$ cat config.mk
export PLATFORM = sky130hd
export DESIGN_NAME = most_filled_first_chunk_allocator_top
export DESIGN_NICKNAME = d
export VERILOG_FILES = /design/src/design/mffca_pkg.sv /design/src/design/mffca_bitmem.sv /design/src/design/most_filled_first_chunk_allocator_top.sv
export SDC_FILE = /design/constraint.sdc
export NUM_CORES = 2
export LEC_CHECK = 0
export BUFFER_PORTS_ARGS = -buffer_cell sky130_fd_sc_hd__buf_2
export CAP_MARGIN = 15
export CORE_MARGIN = 5
export CORE_UTILIZATION = 35
export DETAILED_ROUTE_END_ITERATION = 6
export PLACE_DENSITY = 0.52
export SYNTH_ARGS = -nofsm -noshare
export SYNTH_HDL_FRONTEND = slang
export SYNTH_HIERARCHICAL = 1
export SYNTH_SLANG_ARGS = --single-unit
$ cat constraint.sdc
create_clock -name clk_i -period 14.6 [get_ports clk_i]
set_input_delay 0.73 -clock clk_i [delete_from_list [all_inputs] [get_ports clk_i]]
set_output_delay 0.73 -clock clk_i [all_outputs]
set_load 0.01 [all_outputs]
$ cat src/design/mffca_pkg.sv
// ----------------------------------------------------------------------------
// mffca_pkg: shared types and constants of the chunk allocator
// Widths, status codes and sequencer states.
// ----------------------------------------------------------------------------
package mffca_pkg;

  localparam int unsigned ChunksPerBlockDef = 128;
  localparam int unsigned NumBlockSlotsDef  = 16;
  localparam int unsigned HandleW           = 11;
  localparam int unsigned StatusW           = 2;
  localparam int unsigned WordW             = 64;

  localparam logic [StatusW-1:0] StOk      = 2'd0;
  localparam logic [StatusW-1:0] StNoSlot  = 2'd1;
  localparam logic [StatusW-1:0] StNotAllc = 2'd2;

  localparam logic FuncAlloc = 1'b0;
  localparam logic FuncFree  = 1'b1;

  typedef enum logic [3:0] {
    S_IDLE,
    S_FIND,
    S_OPEN,
    S_SCAN,
    S_SCANW,
    S_FREE_RD,
    S_FREE_CHK,
    S_REMOVE,
    S_SORT,
    S_DONE
  } state_e;

  // Status bus from the scan unit to the sequencer.
  typedef struct packed {
    logic                found;
    logic [WordW-1:0]    word;
  } scan_t;

endpackage

$ cat src/design/mffca_bitmem.sv
// ----------------------------------------------------------------------------
// mffca_bitmem: allocation bitmap memory
// One 64-bit word per row, one write port and one registered read port.
// ----------------------------------------------------------------------------
module mffca_bitmem #(
  parameter int unsigned Rows = 32,
  parameter int unsigned AddrW = 5
) (
  input  logic             clk_i,
  input  logic             we_i,
  input  logic [AddrW-1:0] waddr_i,
  input  logic [63:0]      wdata_i,
  input  logic [AddrW-1:0] raddr_i,
  output logic [63:0]      rdata_o
);
  logic [63:0] mem [Rows];

  always_ff @(posedge clk_i) begin
    if (we_i) mem[waddr_i] <= wdata_i;
    rdata_o <= mem[raddr_i];
  end
endmodule

$ cat src/design/most_filled_first_chunk_allocator_top.sv
// ----------------------------------------------------------------------------
// most_filled_first_chunk_allocator_top: bitmap slab allocator
// Sequenced allocate/free of fixed-size chunks, most-filled block first.
// ----------------------------------------------------------------------------
// One item at a time: a small sequencer drives one shared compare/step path,
// and in_stall_o is high from the accepting edge until the sequencer is back
// in idle. An allocate walks the usage list one entry a cycle. If no block
// has room it opens a fresh one in the lowest free slot, skipping live slots
// in turn, then sweeps the new block's bitmap words clear, one a cycle; with
// no free slot it reports StNoSlot. Once it has a block it scans the bitmap
// one 64-bit word at a time through the registered memory port, reading in
// S_SCAN and testing in S_SCANW. A free reads the word in S_FREE_RD, checks
// and clears the bit in S_FREE_CHK, and removes an emptied block from the
// list one entry a cycle. Every successful allocate and accepted free ends
// with one insertion-sort pass. Only the touched block can be out of place,
// so the pass makes at most live_count - 1 swaps. The live count sets how
// long an item keeps the block busy. The result is held in an output
// register until taken, so a new beat can be accepted while it waits; the
// sequencer holds in its final state only while an older result is untaken.
// No clearing pass after reset: a block's bitmap is swept when it is opened.
module most_filled_first_chunk_allocator_top #(
  parameter int unsigned BLOCK_CHUNKS    = mffca_pkg::ChunksPerBlockDef,
  parameter int unsigned NUM_BLOCK_SLOTS = mffca_pkg::NumBlockSlotsDef
) (
  input  logic                           clk_i,
  input  logic                           rst_ni,
  input  logic                           in_valid_i,
  output logic                           in_stall_o,
  input  logic                           func_i,
  input  logic [mffca_pkg::HandleW-1:0]  handle_i,
  output logic                           out_valid_o,
  input  logic                           out_stall_i,
  output logic [mffca_pkg::HandleW-1:0]  chunk_handle_o,
  output logic [mffca_pkg::StatusW-1:0]  status_o,
  output logic                           block_released_o
);
  import mffca_pkg::*;

  localparam int unsigned WPB    = (BLOCK_CHUNKS + 63) / 64;
  localparam int unsigned WIW    = (WPB > 1) ? $clog2(WPB) : 1;
  localparam int unsigned SW     = (NUM_BLOCK_SLOTS > 1) ? $clog2(NUM_BLOCK_SLOTS) : 1;
  localparam int unsigned CW     = $clog2(NUM_BLOCK_SLOTS + 1);
  localparam int unsigned FW     = $clog2(BLOCK_CHUNKS + 1);
  localparam int unsigned ROWS   = NUM_BLOCK_SLOTS * WPB;
  localparam int unsigned AW     = (ROWS > 1) ? $clog2(ROWS) : 1;
  localparam int unsigned PW     = 32;
  localparam logic [FW-1:0] FULLC = FW'(BLOCK_CHUNKS);

  state_e state_q, state_d;

  logic [FW-1:0]  free_q [NUM_BLOCK_SLOTS];
  logic           live_q [NUM_BLOCK_SLOTS];
  logic [SW-1:0]  order_q [NUM_BLOCK_SLOTS];
  logic [CW-1:0]  cnt_q;

  logic [HandleW-1:0] hdl_q;
  logic [SW-1:0]  slot_q;
  logic [CW-1:0]  i_q;
  logic [CW-1:0]  j_q;
  logic [WIW-1:0] w_q;
  logic           rel_q;
  logic [HandleW-1:0] res_h_q;
  logic [StatusW-1:0] res_s_q;

  logic           ov_q;
  logic [HandleW-1:0] oh_q;
  logic [StatusW-1:0] os_q;
  logic           orl_q;

  logic           we;
  logic [AW-1:0]  waddr, raddr;
  logic [63:0]    wdata, rdata;

  // Free handle decode: compare against each block's base handle, subtract it.
  // A handle past the last block decodes to slot NUM_BLOCK_SLOTS.
  logic [PW-1:0]  fslot_w, fidx_w;
  always_comb begin
    fslot_w = '0;
    for (int s = 1; s < NUM_BLOCK_SLOTS; s++) begin
      if (PW'(hdl_q) >= PW'(s) * PW'(BLOCK_CHUNKS)) fslot_w = PW'(s);
    end
    if (PW'(hdl_q) >= PW'(NUM_BLOCK_SLOTS) * PW'(BLOCK_CHUNKS)) begin
      fslot_w = PW'(NUM_BLOCK_SLOTS);
    end
    fidx_w = PW'(hdl_q) - fslot_w * PW'(BLOCK_CHUNKS);
  end

  logic [AW-1:0] row_base;
  assign row_base = AW'(PW'(slot_q) * PW'(WPB));

  mffca_bitmem #(.Rows(ROWS), .AddrW(AW)) u_mem (
    .clk_i, .we_i(we), .waddr_i(waddr), .wdata_i(wdata),
    .raddr_i(raddr), .rdata_o(rdata)
  );

  // Lowest clear bit of the read word, within the valid chunk range.
  scan_t      scan;
  logic [5:0] bitpos;
  logic [63:0] vmask;
  always_comb begin
    vmask = '1;
    for (int b = 0; b < 64; b++) begin
      if (PW'(w_q) * 64 + PW'(b) >= PW'(BLOCK_CHUNKS)) vmask[b] = 1'b0;
    end
    scan.word  = rdata;
    scan.found = 1'b0;
    bitpos     = '0;
    for (int b = 63; b >= 0; b--) begin
      if (vmask[b] && !rdata[b]) begin
        scan.found = 1'b1;
        bitpos     = 6'(b);
      end
    end
  end

  logic [5:0] fbit;
  assign fbit = 6'(fidx_w % 64);
  logic [WIW-1:0] fword;
  assign fword = WIW'(fidx_w / 64);

  // Sort compare: shared unit compares entry j-1 against entry j.
  logic sort_swap;
  logic [SW-1:0] oa, ob;
  always_comb begin
    oa = order_q[SW'(j_q - CW'(1))];
    ob = order_q[SW'(j_q)];
    sort_swap = (j_q != '0) && (free_q[oa] > free_q[ob]);
  end

  // Next-state logic.
  always_comb begin
    state_d = state_q;
    case (state_q)
      S_IDLE: if (in_valid_i && !in_stall_o) begin
        state_d = (func_i == FuncFree) ? S_FREE_RD : S_FIND;
      end
      S_FIND: begin
        if (i_q >= cnt_q) state_d = S_OPEN;
        else if (free_q[order_q[SW'(i_q)]] != '0) state_d = S_SCAN;
      end
      S_OPEN: begin
        if (cnt_q >= CW'(NUM_BLOCK_SLOTS)) state_d = S_DONE;
        else if (live_q[SW'(i_q)] && i_q < CW'(NUM_BLOCK_SLOTS)) state_d = S_OPEN;
        else if (PW'(w_q) == PW'(WPB - 1)) state_d = S_SCAN;
      end
      S_SCAN:  state_d = S_SCANW;
      S_SCANW: state_d = scan.found ? S_SORT : S_SCAN;
      S_FREE_RD: begin
        if (fslot_w >= PW'(NUM_BLOCK_SLOTS) || !live_q[SW'(fslot_w)]) state_d = S_DONE;
        else state_d = S_FREE_CHK;
      end
      S_FREE_CHK: begin
        if (!rdata[fbit]) state_d = S_DONE;
        else if (free_q[slot_q] + FW'(1) >= FULLC) state_d = S_REMOVE;
        else state_d = S_SORT;
      end
      S_REMOVE: if (i_q + CW'(1) >= cnt_q) state_d = S_SORT;
      S_SORT: begin
        if (!sort_swap && i_q + CW'(1) >= cnt_q) state_d = S_DONE;
        else if (!sort_swap && cnt_q < CW'(2)) state_d = S_DONE;
      end
      S_DONE: if (!ov_q || !out_stall_i) state_d = S_IDLE;
      default: state_d = S_IDLE;
    endcase
  end

  // Memory port control.
  always_comb begin
    we    = 1'b0;
    waddr = row_base + AW'(w_q);
    wdata = '0;
    raddr = row_base + AW'(w_q);
    case (state_q)
      S_OPEN: begin
        // sweep the rows of the slot under test, not the last used one
        waddr = AW'(PW'(i_q) * PW'(WPB)) + AW'(w_q);
        we    = !(cnt_q >= CW'(NUM_BLOCK_SLOTS)) &&
                !(live_q[SW'(i_q)] && i_q < CW'(NUM_BLOCK_SLOTS));
      end
      S_SCANW: if (scan.found) begin
        we    = 1'b1;
        wdata = rdata | (64'd1 << bitpos);
      end
      S_FREE_RD: raddr = AW'(fslot_w * PW'(WPB)) + AW'(fword);
      S_FREE_CHK: begin
        we    = rdata[fbit];
        waddr = row_base + AW'(fword);
        wdata = rdata & ~(64'd1 << fbit);
      end
      default: ;
    endcase
  end

  assign in_stall_o = (state_q != S_IDLE);

  always_ff @(posedge clk_i or negedge rst_ni) begin
    if (!rst_ni) begin
      state_q <= S_IDLE;
      cnt_q   <= '0;
      ov_q    <= 1'b0;
      for (int s = 0; s < NUM_BLOCK_SLOTS; s++) begin
        free_q[s] <= FULLC;
        live_q[s] <= 1'b0;
      end
    end else begin
      state_q <= state_d;
      // load a new result beat, or drop the one just taken
      if (state_q == S_DONE && (!ov_q || !out_stall_i)) begin
        ov_q <= 1'b1;
      end else if (ov_q && !out_stall_i) begin
        ov_q <= 1'b0;
      end
      case (state_q)
        S_IDLE: if (in_valid_i) begin
          hdl_q   <= handle_i;
          i_q     <= '0;
          w_q     <= '0;
          rel_q   <= 1'b0;
          res_s_q <= StOk;
          res_h_q <= '0;
        end
        S_FIND: begin
          if (i_q >= cnt_q) i_q <= '0;
          else if (free_q[order_q[SW'(i_q)]] != '0) begin
            slot_q <= order_q[SW'(i_q)];
            w_q    <= '0;
          end else i_q <= i_q + CW'(1);
        end
        S_OPEN: begin
          if (cnt_q >= CW'(NUM_BLOCK_SLOTS)) res_s_q <= StNoSlot;
          else if (live_q[SW'(i_q)] && i_q < CW'(NUM_BLOCK_SLOTS)) i_q <= i_q + CW'(1);
          else begin
            // sweep bitmap words clear, then register the block
            slot_q <= SW'(i_q);
            if (PW'(w_q) == PW'(WPB - 1)) begin
              live_q[SW'(i_q)]  <= 1'b1;
              free_q[SW'(i_q)]  <= FULLC;
              order_q[SW'(cnt_q)] <= SW'(i_q);
              cnt_q <= cnt_q + CW'(1);
              w_q   <= '0;
            end else w_q <= w_q + WIW'(1);
          end
        end
        S_SCANW: begin
          if (scan.found) begin
            free_q[slot_q] <= free_q[slot_q] - FW'(1);
            res_h_q <= HandleW'(PW'(slot_q) * PW'(BLOCK_CHUNKS)
                                + PW'(w_q) * 64 + PW'(bitpos));
            i_q  <= '0;
            j_q  <= '0;
          end else w_q <= w_q + WIW'(1);
        end
        S_FREE_RD: begin
          slot_q <= SW'(fslot_w);
          if (fslot_w >= PW'(NUM_BLOCK_SLOTS) || !live_q[SW'(fslot_w)]) begin
            res_s_q <= StNotAllc;
          end
        end
        S_FREE_CHK: begin
          i_q <= '0;
          j_q <= '0;
          if (!rdata[fbit]) res_s_q <= StNotAllc;
          else begin
            if (free_q[slot_q] < FULLC) free_q[slot_q] <= free_q[slot_q] + FW'(1);
            if (free_q[slot_q] + FW'(1) >= FULLC) begin
              live_q[slot_q] <= 1'b0;
              rel_q <= 1'b1;
            end
          end
        end
        S_REMOVE: begin
          // once the slot is found, shift the rest down one place per cycle
          if (i_q + CW'(1) < cnt_q && (j_q != '0 || order_q[SW'(i_q)] == slot_q)) begin
            order_q[SW'(i_q)] <= order_q[SW'(i_q + CW'(1))];
            j_q <= CW'(1);
          end
          if (i_q + CW'(1) >= cnt_q) begin
            cnt_q <= cnt_q - CW'(1);
            i_q   <= '0;
            j_q   <= '0;
          end else i_q <= i_q + CW'(1);
        end
        S_SORT: begin
          // insertion sort: i is the key index, j walks it down
          if (sort_swap) begin
            order_q[SW'(j_q - CW'(1))] <= ob;
            order_q[SW'(j_q)]          <= oa;
            j_q <= j_q - CW'(1);
          end else begin
            i_q <= i_q + CW'(1);
            j_q <= i_q + CW'(1);
          end
        end
        S_DONE: if (!ov_q || !out_stall_i) begin
          oh_q  <= res_h_q;
          os_q  <= res_s_q;
          orl_q <= rel_q;
        end
        default: ;
      endcase
    end
  end

  assign out_valid_o      = ov_q;
  assign chunk_handle_o   = oh_q;
  assign status_o         = os_q;
  assign block_released_o = orl_q;

  // A result never reports both a handle and an error.
  assert property (@(posedge clk_i) disable iff (!rst_ni)
    ov_q |-> (oh_q == '0 || os_q == StOk)) else $error("handle with error");
  // Released only on an ok free.
  assert property (@(posedge clk_i) disable iff (!rst_ni)
    (ov_q && orl_q) |-> (os_q == StOk && oh_q == '0)) else $error("bad release");
  // Live count never exceeds the slot count.
  assert property (@(posedge clk_i) disable iff (!rst_ni)
    cnt_q <= CW'(NUM_BLOCK_SLOTS)) else $error("live count overflow");
endmodule

==> results by stage <==
Hold path:
- The worst hold path terminates at hdl_q[6].
- The path class of the lowest-slack min-delay path is in -> reg.
- The worst hold path startpoint is handle_i[6].
- The hold path depth is 1.

Placement:
- The count of buffers added on input and output ports is 31.
- Counting tap cells, the placed design contains a total of approximately 9100 instances.
- In this run the cell area measured after placement is ~110000 µm².
- The total half-perimeter wirelength after legalization and detailed placement is 181000 µm.
- The placer's final routability congestion estimate is 0.939.

Synthesis:
- The share of synthesized registers carrying an async set or reset is ~6.4%.
- The dominant register cell in the synthesized netlist is sky130_fd_sc_hd__edfxtp_1.
- The sequential-to-total area share from yosys stat is ~70%.
- The number of flops mapped to enable cells by yosys is about 2200.
- Counting every instance in the synthesized netlist gives between 5000 and 6000.
- The number of register bits inferred by synthesis is roughly 2400.
- The count of distinct cell types in the synthesized netlist is 83.
- The netlist area before placement is between 100000 and 150000 µm².
- Synthesis produced a netlist with a net count of 5440.
- In this run the mean area of a mapped cell was ~19 µm².
- The Yosys step of the flow raised 6 warnings.

Detailed routing:
- After the first detailed-routing iteration, the DRC count stood at 6548.
- The final layout contains routed wiring with a total length of between 300000 and 400000 µm.
- After detailed routing, the number of remaining DRC violations is 0.
- The routed wire length per instance is approximately 33 µm.
- The remaining antenna violation count after routing is 0.
- Before antenna repair, the detailed router went through 6 iterations.
- The total via count in the routed design is about 57000.
- The average via count per standard cell is slightly below 6.

STA:
- The clock skew after layout is between 0.08 and 0.09 ns.
- Derived from the worst setup path, the maximum achievable clock frequency is 129 MHz.
- Setup violations remaining at the end of the flow were counted as 0.
- The relative slew slack is around 17%.
- The final hold violation count is 0.
- Hold timing on the final database bottoms out at a slack of roughly 0.12 ns.
- Setup repair after global routing left no endpoint under its margin.
- The count of final max-slew check failures was 0.
- The clock period could shrink to around 7.7 ns.
- Dividing the final minimum period by the clock period gives 53.0%.
- After routing, the total negative slack on setup checks comes to 0 ns.
- At the pin with the least slew margin, the transition time is 1.24 ns.

Worst setup path:
- Counting cells, the worst reg-to-reg path comes to 22.
- The slack of the worst reg-to-reg path is a little under 7 ns.
- In this design, the stage delay of the slowest critical-path cell is 0.83 ns.
- The total stage count of the critical path is 22.
- Counting both buffers and inverters, the worst setup path holds a total of 4.
- The worst register-to-register path ends at order_q[9][1].
- The worst endpoint required time is around 15 ns.
- In this run the critical register-to-register path is launched from j_q[0].
- The critical path capture point type is a register.
- The nature of the critical path startpoint is a register.
- The category of the critical setup timing path is reg -> reg.
- Walking the worst path, the cells encountered are buf_4 -> inv_1 -> ha_1 -> xnor2_1 -> mux4_4 -> buf_4 -> nor2b_1 -> a211oi_1 -> a211oi_1 -> a211oi_1 -> a31oi_1 -> ha_1 -> a21oi_1 -> nor2b_1 -> o31ai_1 -> a21oi_1 -> buf_4 -> nand3_1 -> o211ai_1 -> a221oi_1 -> nand2b_1 -> o22ai_1.
- In this run the worst path has a maximum fanout of 80.
- On the critical path, the stage with the largest delay is an instance of sky130_fd_sc_hd__buf_4.
- The cell family contributing the most delay on the critical path is compound AO/OA/AOI/OAI gates.
- The data arrival time at the worst-slack endpoint is 8.20 ns.

Clock tree:
- The number of gates resized after CTS is 0.
- The clock insertion delay at the later pin of the skew report is roughly 0.85 ns.
- The post-CTS setup repair buffer count is 0.
- The H-tree was split into 5 levels.
- Counting the buffers created by CTS gives approximately 270.
- The number of sinks handled by clock tree synthesis is 2392.
- After clock tree synthesis, the clock-pin slew on the worst setup and hold paths is roughly 0.060 ns.
- The CTS root buffer is sky130_fd_sc_hd__clkbuf_16.
- The maximum clock path buffer count is 4.
- The CTS tree is done.
- After clock tree synthesis, the flow added hold-fix buffers numbering 1.

Cells and area:
- The area used by multi-input combinational logic is a little under 30000 µm².
- Relative to the synthesized area, the layout overhead comes to 14.0%.
- The count of cells in the finished layout, fillers not included, comes to between 9000 and 10000.
- Counting the fill cells in the layout gives approximately 26000.
- Leaving out fill and tap cells, the most frequent cells in the layout are sky130_fd_sc_hd__edfxtp_1, sky130_fd_sc_hd__mux4_2, sky130_fd_sc_hd__clkbuf_16.
- The footprint of the flip-flops and latches is between 70000 and 80000 µm².
- The post-route netlist has between 20% and 30% of its cells at a drive strength greater than 1.
- At the end of the flow, the number of nets in the layout was approximately 5600.
- The finished cells cover ~120000 µm².
- The most frequent standard cell in the layout excluding fill and tap cells is sky130_fd_sc_hd__edfxtp_1.

Power and ir drop:
- VDD sags by at most 0.152 mV.
- The power density normalized to cell area is 195 nW/µm².
- The cell leakage power is 37.6 nW.

Global route:
- The initial antenna violation count is 7.
- The global-route congestion overflow total is 0.
- The number of global-route vias before repair came to ~56000.
- The global router's overall resource usage is a little over 20%.
- Entering global routing, the biggest net connects 105 pins.
- The wire length of the first global-routing pass is around 450000 µm.

Die:
- After floorplanning, the core was divided into 197 placement rows.
- 32 I/O pins were placed.
- The full die area is about 300000 µm².
- The chip height is 547 µm.
- The floorplan die width is between 500 and 600 µm.
- The placeable core area is 288000 µm².
- The effective utilization at floorplan is 35.1%.

Flow run:
- Max-cap violations in this run came to 0.

Outcome:
- The flow ran to the end, and the final reports show no timing, DRC or antenna violations.
metal layers:
layer	GRT usage, %	wire [µm]	vias up
met4	5.69	9170	0
met1	29.7	135000	30900
met2	33.5	152000	2524
met3	2.57	20700	484
li1	-	-	22700
met5	0	0	-
cells by family after synthesis:
family	Yosys count	share of synthesized area, %
adder cells (fa/ha/maj)	33	0.416
XOR/XNOR	24	0.208
buffers and inverters	399	1.74
multiplexers	1006	19.6
AO/OA/AOI/OAI	779	4.93
AND/OR/NAND/NOR	758	3.52
flip-flops	2392	69.6
cell type report:
class	instances	area share, %
tap	3781	4.11
multi-input combinational	2600	25.6
inverter	66	0.215
clock buffer	352	6.27
antenna	3	0.00651
clock inverter	112	0.995
sequential	2392	61.1
timing repair buffer	234	1.72
synth_stat cells (7+ instances only):
cell type | n | share of area (%)
sky130_fd_sc_hd__nor3_1 | 34 | 0.17
sky130_fd_sc_hd__nand4_1 | 32 | 0.20
sky130_fd_sc_hd__mux2i_1 | 127 | 1.3
sky130_fd_sc_hd__dfrtp_1 | 138 | 3.4
sky130_fd_sc_hd__dfstp_2 | 16 | 0.42
sky130_fd_sc_hd__nor2b_1 | 42 | 0.26
sky130_fd_sc_hd__o211ai_1 | 30 | 0.22
sky130_fd_sc_hd__nor4_1 | 33 | 0.20
sky130_fd_sc_hd__a22o_1 | 99 | 0.86
sky130_fd_sc_hd__nand3_1 | 66 | 0.33
sky130_fd_sc_hd__a21oi_1 | 120 | 0.59
sky130_fd_sc_hd__buf_6 | 9 | 0.10
sky130_fd_sc_hd__buf_1 | 44 | 0.16
sky130_fd_sc_hd__and2_1 | 19 | 0.12
sky130_fd_sc_hd__o221ai_1 | 8 | 0.069
sky130_fd_sc_hd__nand2b_1 | 30 | 0.19
sky130_fd_sc_hd__ha_1 | 32 | 0.40
sky130_fd_sc_hd__a211oi_1 | 52 | 0.39
sky130_fd_sc_hd__xor2_1 | 13 | 0.11
sky130_fd_sc_hd__mux2_2 | 110 | 1.2
sky130_fd_sc_hd__dfxtp_1 | 72 | 1.4
sky130_fd_sc_hd__a31oi_1 | 30 | 0.19
sky130_fd_sc_hd__nor2_1 | 178 | 0.66
sky130_fd_sc_hd__mux4_2 | 766 | 17
sky130_fd_sc_hd__a22oi_1 | 17 | 0.13
sky130_fd_sc_hd__o21ai_0 | 279 | 1.4
sky130_fd_sc_hd__o21ai_1 | 8 | 0.040
sky130_fd_sc_hd__a21o_1 | 8 | 0.059
sky130_fd_sc_hd__edfxtp_1 | 2166 | 64
sky130_fd_sc_hd__inv_1 | 64 | 0.24
sky130_fd_sc_hd__a221oi_1 | 17 | 0.15
sky130_fd_sc_hd__nand2_1 | 273 | 1.0
sky130_fd_sc_hd__nand3b_1 | 7 | 0.052
sky130_fd_sc_hd__or4_1 | 8 | 0.059
sky130_fd_sc_hd__o21a_1 | 17 | 0.13
sky130_fd_sc_hd__clkbuf_1 | 160 | 0.59
sky130_fd_sc_hd__xnor2_1 | 11 | 0.095
sky130_fd_sc_hd__o22ai_1 | 35 | 0.22
sky130_fd_sc_hd__buf_4 | 18 | 0.13
sky130_fd_sc_hd__buf_2 | 102 | 0.50
metrics by stage:
| stage | setup slack (ns) | utilization, % | total power, mW |
|---|---|---|---|
| after floorplan | 8.33 | - | 13.5 |
| after detailed placement | 6.88 | 37.0 | 16.0 |
| after global placement | 6.90 | 37.0 | 16.0 |
| after global routing | 6.18 | 40.0 | 23.3 |
| final | 6.86 | 40.0 | 22.4 |
| after CTS | 6.86 | 39.9 | 22.6 |
state kept, by name, summed over array words and instances (netlist names), named ones only:
name	flops
block_released_o	1
chunk_handle_o	11
cnt_q	5
free_q	128
hdl_q	11
i_q	5
j_q	5
live_q	16
order_q	64
out_valid_o	1
rel_q	1
res_h_q	11
res_s_q	2
slot_q	4
state_q	4
status_o	2
u_mem/mem	2048
u_mem/rdata_o	64
w_q	1
report_power, final:
part / switching (mW) / leakage, nW / total (mW) / internal (mW)
clock: 2.71 / 4.09 / 6.54 / 3.83
sequential: 0.588 / 22.8 / 8.80 / 8.21
combinational: 4.14 / 10.7 / 7.11 / 2.97
total: 7.43 / 37.6 / 22.4 / 15.0
how the worst max path moves through the flow:
stage               startpoint             end  slack (ns)
finish                  j_q[0]   order_q[9][1]        6.86
global route            j_q[0]   order_q[9][2]        6.18
CTS                     j_q[0]   order_q[9][1]        6.86
detailed placement      j_q[0]   order_q[9][1]        6.88
global placement        j_q[0]  order_q[11][1]        6.90
floorplan               j_q[0]   order_q[0][0]        8.33
Power figures use the tool's default switching activity.
